$ cat config.mk
export PLATFORM = sky130hd
export DESIGN_NAME = sha1_variant_hash_80_constants
export DESIGN_NICKNAME = d
export VERILOG_FILES = /design/src/rtl/sha1v_pkg.sv /design/src/rtl/sha1v_datapath.sv /design/src/rtl/sha1v_ctrl.sv /design/src/rtl/sha1_variant_hash_80_constants.sv
export SDC_FILE = /design/constraint.sdc
export NUM_CORES = 2
export LEC_CHECK = 0
export ABC_AREA = 1
export BUFFER_PORTS_ARGS = -buffer_cell sky130_fd_sc_hd__buf_2
export CORE_ASPECT_RATIO = 1.1
export CORE_MARGIN = 4
export CORE_UTILIZATION = 55
export DETAILED_ROUTE_END_ITERATION = 10
export PLACE_DENSITY_LB_ADDON = 0.25
export SYNTH_ARGS = -nofsm -noshare
export SYNTH_HDL_FRONTEND = slang
export SYNTH_MEMORY_MAX_BITS = 65536
export SYNTH_SLANG_ARGS = --single-unit
export TNS_END_PERCENT = 30
$ cat constraint.sdc
create_clock -name aclk -period 33.3 [get_ports aclk]
set_input_delay 0 -clock aclk [delete_from_list [all_inputs] [get_ports aclk]]
set_output_delay 0 -clock aclk [all_outputs]
set_load 0.02 [all_outputs]
$ cat src/rtl/sha1v_pkg.sv
`default_nettype none
package sha1v_pkg;

    localparam logic [1:0] CMD_ABSORB = 2'd0;
    localparam logic [1:0] CMD_FINISH = 2'd1;
    localparam logic [1:0] CMD_START  = 2'd2;

    localparam logic [1:0] ST_OK       = 2'd0;
    localparam logic [1:0] ST_AFTER    = 2'd1;
    localparam logic [1:0] ST_TOO_LONG = 2'd2;

    localparam logic [7:0] PAD_BYTE = 8'h80;
    localparam logic [5:0] LEN_POS  = 6'd56;

    localparam logic [31:0] H0_INIT = 32'h67452301;
    localparam logic [31:0] H1_INIT = 32'hEFCDAB89;
    localparam logic [31:0] H2_INIT = 32'h98BADCFE;
    localparam logic [31:0] H3_INIT = 32'h10325476;
    localparam logic [31:0] H4_INIT = 32'hC3D2E1F0;

    // Datapath commands issued by the controller.
    typedef enum logic [2:0] {
        DP_NOP,
        DP_START,
        DP_WRITE,
        DP_ROUND,
        DP_CLEAR,
        DP_FOLD,
        DP_RESET
    } dp_op_t;

    typedef struct packed {
        dp_op_t     op;
        logic [5:0] addr;
        logic [7:0] wdata;
    } dp_cmd_t;

    typedef struct packed {
        logic busy;
    } dp_stat_t;

    function automatic logic [31:0] round_k(input logic [6:0] t);
        logic [31:0] k;
        begin
            unique case (t)
                7'd0: k = 32'h428a2f98; 7'd1: k = 32'h71374491;
                7'd2: k = 32'hb5c0fbcf; 7'd3: k = 32'he9b5dba5;
                7'd4: k = 32'h3956c25b; 7'd5: k = 32'h59f111f1;
                7'd6: k = 32'h923f82a4; 7'd7: k = 32'hab1c5ed5;
                7'd8: k = 32'hd807aa98; 7'd9: k = 32'h12835b01;
                7'd10: k = 32'h243185be; 7'd11: k = 32'h550c7dc3;
                7'd12: k = 32'h72be5d74; 7'd13: k = 32'h80deb1fe;
                7'd14: k = 32'h9bdc06a7; 7'd15: k = 32'hc19bf174;
                7'd16: k = 32'he49b69c1; 7'd17: k = 32'hefbe4786;
                7'd18: k = 32'h0fc19dc6; 7'd19: k = 32'h240ca1cc;
                7'd20: k = 32'h2de92c6f; 7'd21: k = 32'h4a7484aa;
                7'd22: k = 32'h5cb0a9dc; 7'd23: k = 32'h76f988da;
                7'd24: k = 32'h983e5152; 7'd25: k = 32'ha831c66d;
                7'd26: k = 32'hb00327c8; 7'd27: k = 32'hbf597fc7;
                7'd28: k = 32'hc6e00bf3; 7'd29: k = 32'hd5a79147;
                7'd30: k = 32'h06ca6351; 7'd31: k = 32'h14292967;
                7'd32: k = 32'h27b70a85; 7'd33: k = 32'h2e1b2138;
                7'd34: k = 32'h4d2c6dfc; 7'd35: k = 32'h53380d13;
                7'd36: k = 32'h650a7354; 7'd37: k = 32'h766a0abb;
                7'd38: k = 32'h81c2c92e; 7'd39: k = 32'h92722c85;
                7'd40: k = 32'ha2bfe8a1; 7'd41: k = 32'ha81a664b;
                7'd42: k = 32'hc24b8b70; 7'd43: k = 32'hc76c51a3;
                7'd44: k = 32'hd192e819; 7'd45: k = 32'hd6990624;
                7'd46: k = 32'hf40e3585; 7'd47: k = 32'h106aa070;
                7'd48: k = 32'h19a4c116; 7'd49: k = 32'h1e376c08;
                7'd50: k = 32'h2748774c; 7'd51: k = 32'h34b0bcb5;
                7'd52: k = 32'h391c0cb3; 7'd53: k = 32'h4ed8aa4a;
                7'd54: k = 32'h5b9cca4f; 7'd55: k = 32'h682e6ff3;
                7'd56: k = 32'h748f82ee; 7'd57: k = 32'h78a5636f;
                7'd58: k = 32'h84c87814; 7'd59: k = 32'h8cc70208;
                7'd60: k = 32'h90befffa; 7'd61: k = 32'ha4506ceb;
                7'd62: k = 32'hbef9a3f7; 7'd63: k = 32'hc67178f2;
                7'd64: k = 32'hca273ece; 7'd65: k = 32'hd186b8c7;
                7'd66: k = 32'heada7dd6; 7'd67: k = 32'hf57d4f7f;
                7'd68: k = 32'h06f067aa; 7'd69: k = 32'h0a637dc5;
                7'd70: k = 32'h113f9804; 7'd71: k = 32'h1b710b35;
                7'd72: k = 32'h28db77f5; 7'd73: k = 32'h32caab7b;
                7'd74: k = 32'h3c9ebe0a; 7'd75: k = 32'h431d67c4;
                7'd76: k = 32'h4cc5d4be; 7'd77: k = 32'h597f299c;
                7'd78: k = 32'h5fcb6fab; 7'd79: k = 32'h6c44198c;
                default: k = 32'h0;
            endcase
            return k;
        end
    endfunction

endpackage
`default_nettype wire

$ cat src/rtl/sha1v_datapath.sv
`default_nettype none
// Block buffer held as a 16-word schedule shift register plus the round
// unit and the chaining words. Bytes are written in big-endian order.
module sha1v_datapath (
    input  wire logic                aclk,
    input  wire logic                aresetn,
    input  wire sha1v_pkg::dp_cmd_t  cmd,
    output sha1v_pkg::dp_stat_t      stat,
    input  wire logic [2:0]          hsel,
    output logic [31:0]              hword
);
    logic [31:0] w_reg [16];
    logic [31:0] w_next [16];
    logic [31:0] h_reg [5];
    logic [31:0] a_reg, b_reg, c_reg, d_reg, e_reg;
    logic [6:0]  t_reg;
    logic        busy_reg;
    logic [31:0] f, tmp, wnew;

    assign stat.busy = busy_reg;

    always_comb begin
        if (t_reg < 7'd20) begin
            f = (b_reg & c_reg) | (~b_reg & d_reg);
        end else if (t_reg < 7'd40 || t_reg >= 7'd60) begin
            f = b_reg ^ c_reg ^ d_reg;
        end else begin
            f = (b_reg & c_reg) | (b_reg & d_reg) | (c_reg & d_reg);
        end
        tmp  = {a_reg[26:0], a_reg[31:27]} + f + e_reg + w_reg[0]
             + sha1v_pkg::round_k(t_reg);
        wnew = w_reg[13] ^ w_reg[8] ^ w_reg[2] ^ w_reg[0];
        for (int i = 0; i < 16; i++) begin
            w_next[i] = w_reg[i];
        end
        unique case (cmd.op)
            sha1v_pkg::DP_WRITE: begin
                // Byte at address p lands in word p/4, lane 3-p%4.
                w_next[cmd.addr[5:2]][(5'd24 - {cmd.addr[1:0], 3'b000}) +: 8] =
                    cmd.wdata;
            end
            sha1v_pkg::DP_CLEAR: begin
                for (int i = 0; i < 16; i++) begin
                    w_next[i] = '0;
                end
            end
            sha1v_pkg::DP_NOP, sha1v_pkg::DP_START, sha1v_pkg::DP_ROUND,
            sha1v_pkg::DP_FOLD, sha1v_pkg::DP_RESET: begin
            end
            default: begin
            end
        endcase
        if (busy_reg) begin
            for (int i = 0; i < 15; i++) begin
                w_next[i] = w_reg[i + 1];
            end
            w_next[15] = {wnew[30:0], wnew[31]};
        end
    end

    always_ff @(posedge aclk) begin
        for (int i = 0; i < 16; i++) begin
            w_reg[i] <= w_next[i];
        end
        if (!aresetn || cmd.op == sha1v_pkg::DP_RESET) begin
            h_reg[0] <= sha1v_pkg::H0_INIT;
            h_reg[1] <= sha1v_pkg::H1_INIT;
            h_reg[2] <= sha1v_pkg::H2_INIT;
            h_reg[3] <= sha1v_pkg::H3_INIT;
            h_reg[4] <= sha1v_pkg::H4_INIT;
            busy_reg <= 1'b0;
            t_reg    <= '0;
        end else if (cmd.op == sha1v_pkg::DP_START) begin
            a_reg <= h_reg[0]; b_reg <= h_reg[1]; c_reg <= h_reg[2];
            d_reg <= h_reg[3]; e_reg <= h_reg[4];
            t_reg    <= '0;
            busy_reg <= 1'b1;
        end else if (busy_reg) begin
            a_reg <= tmp; b_reg <= a_reg;
            c_reg <= {b_reg[1:0], b_reg[31:2]};
            d_reg <= c_reg; e_reg <= d_reg;
            t_reg <= t_reg + 7'd1;
            if (t_reg == 7'd79) begin
                busy_reg <= 1'b0;
            end
        end else if (cmd.op == sha1v_pkg::DP_FOLD) begin
            h_reg[0] <= h_reg[0] + a_reg;
            h_reg[1] <= h_reg[1] + b_reg;
            h_reg[2] <= h_reg[2] + c_reg;
            h_reg[3] <= h_reg[3] + d_reg;
            h_reg[4] <= h_reg[4] + e_reg;
        end
    end

    always_comb begin
        unique case (hsel)
            3'd0: hword = h_reg[0];
            3'd1: hword = h_reg[1];
            3'd2: hword = h_reg[2];
            3'd3: hword = h_reg[3];
            default: hword = h_reg[4];
        endcase
    end

    assert property (@(posedge aclk) disable iff (!aresetn)
        busy_reg && t_reg != 7'd79 |=> busy_reg)
        else $error("round unit stopped early");
    assert property (@(posedge aclk) disable iff (!aresetn)
        busy_reg |-> t_reg <= 7'd79)
        else $error("round counter out of range");
    assert property (@(posedge aclk) disable iff (!aresetn)
        busy_reg && t_reg == 7'd79 |=> !busy_reg)
        else $error("round unit overran");
endmodule
`default_nettype wire

$ cat src/rtl/sha1v_ctrl.sv
`default_nettype none
module sha1v_ctrl (
    input  wire logic                aclk,
    input  wire logic                aresetn,
    input  wire logic                s_valid,
    output logic                     s_ready,
    input  wire logic [1:0]          s_command,
    input  wire logic [7:0]          s_data_byte,
    output logic                     m_valid,
    input  wire logic                m_ready,
    output logic [31:0]              m_digest_word,
    output logic [2:0]               m_word_index,
    output logic [1:0]               m_status,
    output logic                     m_last_result,
    output sha1v_pkg::dp_cmd_t       cmd,
    input  wire sha1v_pkg::dp_stat_t stat,
    output logic [2:0]               hsel,
    input  wire logic [31:0]         hword
);
    localparam logic [3:0] S_IDLE   = 4'd0;
    localparam logic [3:0] S_CMP    = 4'd1;
    localparam logic [3:0] S_FOLD   = 4'd2;
    localparam logic [3:0] S_PAD    = 4'd3;
    localparam logic [3:0] S_ZERO   = 4'd4;
    localparam logic [3:0] S_LEN    = 4'd5;
    localparam logic [3:0] S_EMIT   = 4'd6;
    localparam logic [3:0] S_ERR    = 4'd7;
    localparam logic [3:0] S_WAIT   = 4'd8;

    logic [3:0]  state_reg, state_next;
    logic [5:0]  pos_reg, pos_next;
    logic [63:0] len_reg, len_next;
    logic        fin_reg, fin_next;
    logic [1:0]  err_reg, err_next;
    logic        pad_reg, pad_next;   // last compression of the finish
    logic [2:0]  idx_reg, idx_next;
    logic [3:0]  ret_reg, ret_next;   // state after a compression
    logic [63:0] len_inc;
    logic        acc;

    assign s_ready = (state_reg == S_IDLE);
    assign acc     = s_valid && s_ready;
    assign len_inc = len_reg + 64'd8;
    assign hsel    = idx_reg;
    assign m_valid = (state_reg == S_EMIT) || (state_reg == S_ERR);
    assign m_digest_word = (state_reg == S_EMIT) ? hword : 32'd0;
    assign m_word_index  = (state_reg == S_EMIT) ? idx_reg : 3'd0;
    assign m_status      = (state_reg == S_EMIT) ? sha1v_pkg::ST_OK : err_reg;
    assign m_last_result = (state_reg == S_ERR) || idx_reg == 3'd4;

    always_comb begin
        state_next = state_reg;
        pos_next = pos_reg; len_next = len_reg; fin_next = fin_reg;
        err_next = err_reg; pad_next = pad_reg; idx_next = idx_reg;
        ret_next = ret_reg;
        cmd.op = sha1v_pkg::DP_NOP; cmd.addr = pos_reg; cmd.wdata = 8'd0;
        unique case (state_reg)
            S_IDLE: begin
                if (acc) begin
                    priority if (s_command == sha1v_pkg::CMD_ABSORB) begin
                        if (fin_reg) begin
                            err_next = sha1v_pkg::ST_AFTER;
                            state_next = S_ERR;
                        end else if (err_reg == sha1v_pkg::ST_OK) begin
                            cmd.op = sha1v_pkg::DP_WRITE;
                            cmd.wdata = s_data_byte;
                            pos_next = pos_reg + 6'd1;
                            len_next = len_inc;
                            if (len_inc == 64'd0) begin
                                err_next = sha1v_pkg::ST_TOO_LONG;
                            end
                            if (pos_reg == 6'd63) begin
                                ret_next = S_IDLE;
                                state_next = S_CMP;
                            end
                        end
                    end else if (s_command == sha1v_pkg::CMD_FINISH) begin
                        idx_next = 3'd0;
                        if (err_reg != sha1v_pkg::ST_OK) begin
                            state_next = S_ERR;
                        end else if (fin_reg) begin
                            state_next = S_EMIT;
                        end else begin
                            state_next = S_PAD;
                        end
                    end else if (s_command == sha1v_pkg::CMD_START) begin
                        cmd.op = sha1v_pkg::DP_RESET;
                        pos_next = '0; len_next = '0; fin_next = 1'b0;
                        err_next = sha1v_pkg::ST_OK;
                    end else begin
                    end
                end
            end
            S_PAD: begin
                cmd.op = sha1v_pkg::DP_WRITE;
                cmd.wdata = sha1v_pkg::PAD_BYTE;
                pos_next = pos_reg + 6'd1;
                if (pos_reg == 6'd63) begin
                    ret_next = S_ZERO;
                    state_next = S_CMP;
                end else begin
                    state_next = S_ZERO;
                end
            end
            S_ZERO: begin
                // Zero fill to the length field, or to block end if past it.
                if (pos_reg == sha1v_pkg::LEN_POS) begin
                    state_next = S_LEN;
                end else begin
                    cmd.op = sha1v_pkg::DP_WRITE;
                    pos_next = pos_reg + 6'd1;
                    if (pos_reg == 6'd63) begin
                        ret_next = S_ZERO;
                        state_next = S_CMP;
                    end
                end
            end
            S_LEN: begin
                cmd.op = sha1v_pkg::DP_WRITE;
                cmd.wdata = len_reg[(6'd56 - {pos_reg[2:0], 3'b000}) +: 8];
                pos_next = pos_reg + 6'd1;
                if (pos_reg == 6'd63) begin
                    ret_next = S_EMIT;
                    pad_next = 1'b1;
                    state_next = S_CMP;
                end
            end
            S_CMP: begin
                cmd.op = sha1v_pkg::DP_START;
                state_next = S_WAIT;
            end
            S_WAIT: begin
                if (!stat.busy) begin
                    state_next = S_FOLD;
                end
            end
            S_FOLD: begin
                cmd.op = sha1v_pkg::DP_FOLD;
                pos_next = '0;
                state_next = ret_reg;
                if (pad_reg) begin
                    pad_next = 1'b0;
                    len_next = '0;
                    fin_next = 1'b1;
                    idx_next = 3'd0;
                end
            end
            S_EMIT: begin
                if (m_ready) begin
                    idx_next = idx_reg + 3'd1;
                    if (idx_reg == 3'd4) begin
                        state_next = S_IDLE;
                    end
                end
            end
            S_ERR: begin
                if (m_ready) begin
                    state_next = S_IDLE;
                end
            end
            default: state_next = S_IDLE;
        endcase
    end

    always_ff @(posedge aclk) begin
        if (!aresetn) begin
            state_reg <= S_IDLE; pos_reg <= '0; len_reg <= '0;
            fin_reg <= 1'b0; err_reg <= sha1v_pkg::ST_OK; pad_reg <= 1'b0;
            idx_reg <= '0; ret_reg <= S_IDLE;
        end else begin
            state_reg <= state_next; pos_reg <= pos_next; len_reg <= len_next;
            fin_reg <= fin_next; err_reg <= err_next; pad_reg <= pad_next;
            idx_reg <= idx_next; ret_reg <= ret_next;
        end
    end

    assert property (@(posedge aclk) disable iff (!aresetn)
        state_reg == S_EMIT |-> err_reg == sha1v_pkg::ST_OK && fin_reg)
        else $error("digest emitted without a finished message");
    assert property (@(posedge aclk) disable iff (!aresetn)
        state_reg == S_WAIT |-> stat.busy || $past(state_reg) == S_WAIT)
        else $error("compression not started");
    assert property (@(posedge aclk) disable iff (!aresetn)
        state_reg == S_ERR |-> err_reg != sha1v_pkg::ST_OK)
        else $error("error transfer without an error code");
endmodule
`default_nettype wire

$ cat src/rtl/sha1_variant_hash_80_constants.sv
`default_nettype none
// SHA-1 style hash whose round t adds its own constant from an 80-word table.
// Send one message byte per transfer with command 0; command 1 pads the
// message and returns the five digest words as five result transfers, word 0
// first, the last marked by m_last_result; command 2 starts a new message.
// Errors (a byte after finish, or a message of 2^64 bits or more) give one
// result transfer with a non-zero status. s_ready stays high between bytes,
// except after the 64th of each block, when it stays low while the controller
// starts the shared round unit, runs its 80 rounds, sees it stop and folds
// the result into the chaining words. Finish pads the message and runs one or
// two compressions before the first digest word appears; a repeated finish
// starts emitting on the next cycle. There is no clearing pass after reset.
module sha1_variant_hash_80_constants (
    input  wire logic        aclk,
    input  wire logic        aresetn,
    input  wire logic        s_valid,
    output logic             s_ready,
    input  wire logic [1:0]  s_command,
    input  wire logic [7:0]  s_data_byte,
    output logic             m_valid,
    input  wire logic        m_ready,
    output logic [31:0]      m_digest_word,
    output logic [2:0]       m_word_index,
    output logic [1:0]       m_status,
    output logic             m_last_result
);
    // Command and status between the sequencer and the datapath.
    sha1v_pkg::dp_cmd_t  cmd;
    sha1v_pkg::dp_stat_t stat;
    logic [2:0]          hsel;
    logic [31:0]         hword;

    sha1v_ctrl u_ctrl (
        .aclk, .aresetn, .s_valid, .s_ready, .s_command, .s_data_byte,
        .m_valid, .m_ready, .m_digest_word, .m_word_index, .m_status,
        .m_last_result, .cmd, .stat, .hsel, .hword
    );

    sha1v_datapath u_dp (
        .aclk, .aresetn, .cmd, .stat, .hsel, .hword
    );
endmodule
`default_nettype wire

==> summary.txt <==
Biggest area consumer among synthesized cells - sky130_fd_sc_hd__edfxtp_1
Final max-slew violation count - 0
Data required time of the critical path - 33.75 ns
Number of rows in the core area - 127
Number of nets still failing antenna checks after routing - 0
Layout-stage area growth over the synthesis result - 8.359%
Number of sinks handled by clock tree synthesis - 952
Share of total power consumed by net switching - 0.4570
Crit Path Class - reg -> reg
Critical path arrival - 6.79 ns
Post-Place Setup Slack - 27.11 ns
Post-route setup slack - 26.96 ns
Setup repair after global routing missed its margin - false
Fraction of power consumed by sequential logic - 0.304
Internal power component - 0.003533 W
Share of the cycle needed by the critical path after routing - 0.1903
Share of the synthesized area in the top cell type - 0.4134
Number of port buffers - 53
Global routing met2 resource utilization - 0.5796
CTS tree - built
Routed WL - 209200 um
Highest ir drop seen on vdd - 0.00006906 V
Yosys warning total - 0
Clock power share - 0.188
Core area - 109000 sq um
Cell types with the highest counts after synthesis - sky130_fd_sc_hd__nand2_1 (1844), sky130_fd_sc_hd__o21ai_0 (961), sky130_fd_sc_hd__edfxtp_1 (832)
Number of flip-flops in the largest register - 512
Leading cell type by number of instances after synthesis - sky130_fd_sc_hd__nand2_1
Net switching power - 0.002973 W
Ys async rst share - 0
Count of H-tree levels built during CTS - 3
Total standard cell area after synthesis - 60430 sq um
# resized after CTS - 0
Boundary Pins - 54
Aggregate global-route resource usage - 0.3556
Drt initial violations - 6666
Top cells by area, synth - sky130_fd_sc_hd__edfxtp_1 (41%), sky130_fd_sc_hd__nand2_1 (11%), sky130_fd_sc_hd__o21ai_0 (8.0%)
Half-perimeter wire length after placement - 156000 um
Leakage Power - 25.54 nW
Gr busiest metal - met2
Total of endpoints with negative setup slack in the final report - 0
Met1 GRT Util - 0.4413
Sequential cell area fraction in the yosys report - 0.4532
Critical path depth in cells - 28
Proportion of layout cells with a drive suffix above 1 - 0.05540
Wire length of the first global-routing pass - 311200 um
Net count of the finished layout - 7643
Number of distinct library cell variants in the gate-level netlist after synthesis - 63
Sum of negative setup slack - 0 ns
CTS clk-pin slew, worst paths - 0.06 ns
Slowest cell on the critical path - sky130_fd_sc_hd__fa_1
Share of total power in combinational logic - 0.508
Highest attainable clock frequency - 157.8 MHz
Post-detailed-route wirelength per cell - 23.80 um
Hold path depth - 4
First-pass iteration count of the detailed router - 8
Die Y-Extent - 355.6 um
Net Count, Synth - 7703
Number of cells produced by synthesis - 7338
Status - complete, no violations
Time the worst path needs with I/O delays and setup - 6.336 ns
Routability cong. - 1.057
Average instance area after synthesis - 8.235 sq um
Kind of start point of the critical path - flip-flop
Register bit total from synthesis - 952
Worst-Skew Late Latency - 0.71 ns
Crit path buf inv count - 7
Met3 track demand over resource in global routing - 0.06089
Number of buffers on the longest clock path - 3
Width of the die - 324.0 um
Effective utilization at floorplan - 0.5544
Setup crit end kind - flip-flop
Number of global-route vias before repair - 51660
Filler-free cell count of the finished design - 8787
Delay-heaviest family, CP - adder cells
Post-DR vias/cell - 6.133
Slew Limit Headroom - 0.2247
Fin Clk Skew - 0.03034 ns
Top_reg_cell synth - sky130_fd_sc_hd__edfxtp_1
Delay contributed by the slowest stage of the critical path - 0.51 ns
Buffer cell driving the clock tree root - sky130_fd_sc_hd__clkbuf_16
Worst-margin pin slew - 1.151 ns
Number of vias in the routed layout - 53890
Top cell by count, worst path - sky130_fd_sc_hd__inv_1
Path depth of the worst reg2reg path - 28
Number of placed instances with taps included - 8584
MaxCap Viol Count - 0
Power per cell area - 99.35 nW/um^2
Pin count of the biggest net entering global routing - 107
Class of the worst hold path - in -> reg
Number of buffers created by CTS - 100
Critical-path maximum fanout - 33
Area of the die - 115200 sq um
Total DRC errors in the routed layout - 0
Number of enable flip-flop cells after synthesis - 832
Antenna violations before repair - 5
Overflow left after global routing - 0
Hold Fails Final Rpt - 0
==> tightest hold or removal path, delay by kind of cell <==
| kind | cells | cell delay (ns) |
|---|---|---|
| compound gates | 1 | 0.09 |
| buf+inv | 2 | 0.75 |
| simple gates | 1 | 0.04 |
==> layer usage <==
| layer | part of all wire | vias to the layer above |
|---|---|---|
| li1 | - | 24750 |
| met4 | 0.072 | 4 |
| met2 | 0.47 | 2860 |
| met1 | 0.37 | 25680 |
| met5 | 0.00061 | - |
| met3 | 0.088 | 603 |
==> kinds of logic (layout without fill, tap and decap cells) <==
logic type,count (synthesis),in the layout,share of synthesized area
buffers and inverters,1102,1128,0.06994
xor gates and xnor gates,157,157,0.02275
DFF,952,952,0.4532
adders and majority gates,351,351,0.08883
muxes,1,1,0.0001656
other,0,4,0
and+or+nand+nor,2981,2981,0.2035
AOI/OAI and AO/OA,1794,1794,0.1616
==> area by class of cell <==
type	instances	area (sq um)
clock inverters	67	880.8
multi-input cells	5284	28900
clock buffers	121	2651
diodes	4	10.01
fillers	9643	43530
flip-flops and latches	952	27390
well taps	1419	1775
repair buffers	118	780.7
inverters	822	3093
==> stage by stage <==
step	instance area (sq um)	utilization	power (W)	hold WS [ns]
2_1_floorplan	60430	-	0.004246	0.1237
3_3_place_gp	61830	0.5672	0.005143	0.3401
3_5_place_dp	61830	0.5672	0.005210	0.3504
4_1_cts	65470	0.6006	0.006434	0.1681
5_1_grt	65480	0.6007	0.006949	0.2120
6_report	65480	0.6007	0.006506	0.2153
==> cells in the final DEF (no fill, tap or decap), types with 14 or more instances in the layout <==
master / count
sky130_fd_sc_hd__a211oi_1: 22
sky130_fd_sc_hd__a21o_1: 25
sky130_fd_sc_hd__a21oi_1: 475
sky130_fd_sc_hd__a221oi_1: 37
sky130_fd_sc_hd__a31oi_1: 34
sky130_fd_sc_hd__buf_2: 53
sky130_fd_sc_hd__buf_4: 54
sky130_fd_sc_hd__bufinv_16: 17
sky130_fd_sc_hd__clkbuf_1: 14
sky130_fd_sc_hd__clkbuf_16: 100
sky130_fd_sc_hd__clkinv_2: 18
sky130_fd_sc_hd__dfxtp_1: 119
sky130_fd_sc_hd__edfxtp_1: 832
sky130_fd_sc_hd__fa_1: 130
sky130_fd_sc_hd__ha_1: 221
sky130_fd_sc_hd__inv_1: 804
sky130_fd_sc_hd__inv_2: 15
sky130_fd_sc_hd__nand2_1: 1844
sky130_fd_sc_hd__nand3_1: 404
sky130_fd_sc_hd__nand4_1: 43
sky130_fd_sc_hd__nor2_1: 508
sky130_fd_sc_hd__nor3_1: 49
sky130_fd_sc_hd__nor4_1: 16
sky130_fd_sc_hd__o211ai_1: 44
sky130_fd_sc_hd__o21a_1: 33
sky130_fd_sc_hd__o21ai_0: 960
sky130_fd_sc_hd__o21ai_1: 44
sky130_fd_sc_hd__o21bai_1: 23
sky130_fd_sc_hd__o22ai_1: 35
sky130_fd_sc_hd__or2_2: 64
sky130_fd_sc_hd__xnor2_1: 47
sky130_fd_sc_hd__xor2_1: 110
==> final timing paths <==
kind | end | slack [ns] | from
setup / recovery | u_dp.a_reg[25]$_DFFE_PP_ | 26.96 | u_dp.t_reg[4]$_SDFFE_PP0P_
hold / removal | u_ctrl.len_reg[3]$_SDFFE_PN0P_ | 0.22 | aresetn
setup reg to reg | u_dp.a_reg[25]$_DFFE_PP_ | 26.96 | u_dp.t_reg[4]$_SDFFE_PP0P_
hold reg to reg | u_ctrl.ret_reg[1]$_SDFFE_PN0P_ | 0.46 | u_ctrl.ret_reg[1]$_SDFFE_PN0P_
==> repair_timing <==
item | in CTS | in global routing
buffers inserted | 0 | 0
setup endpoints to repair | 0 | 0
hold endpoints to repair | 22 | 0
hold buffers | 11 | 0
==> power by group through the flow <==
stage	Combinational [W]	Clock (W)	Sequential, W
after floorplan	0.00235	0	0.00190
after global placement	0.00316	0	0.00198
after detailed placement	0.00322	0	0.00199
after CTS	0.00324	0.00123	0.00197
after global routing	0.00368	0.00128	0.00199
final	0.00331	0.00122	0.00198
(Power assumes the default switching activity.)
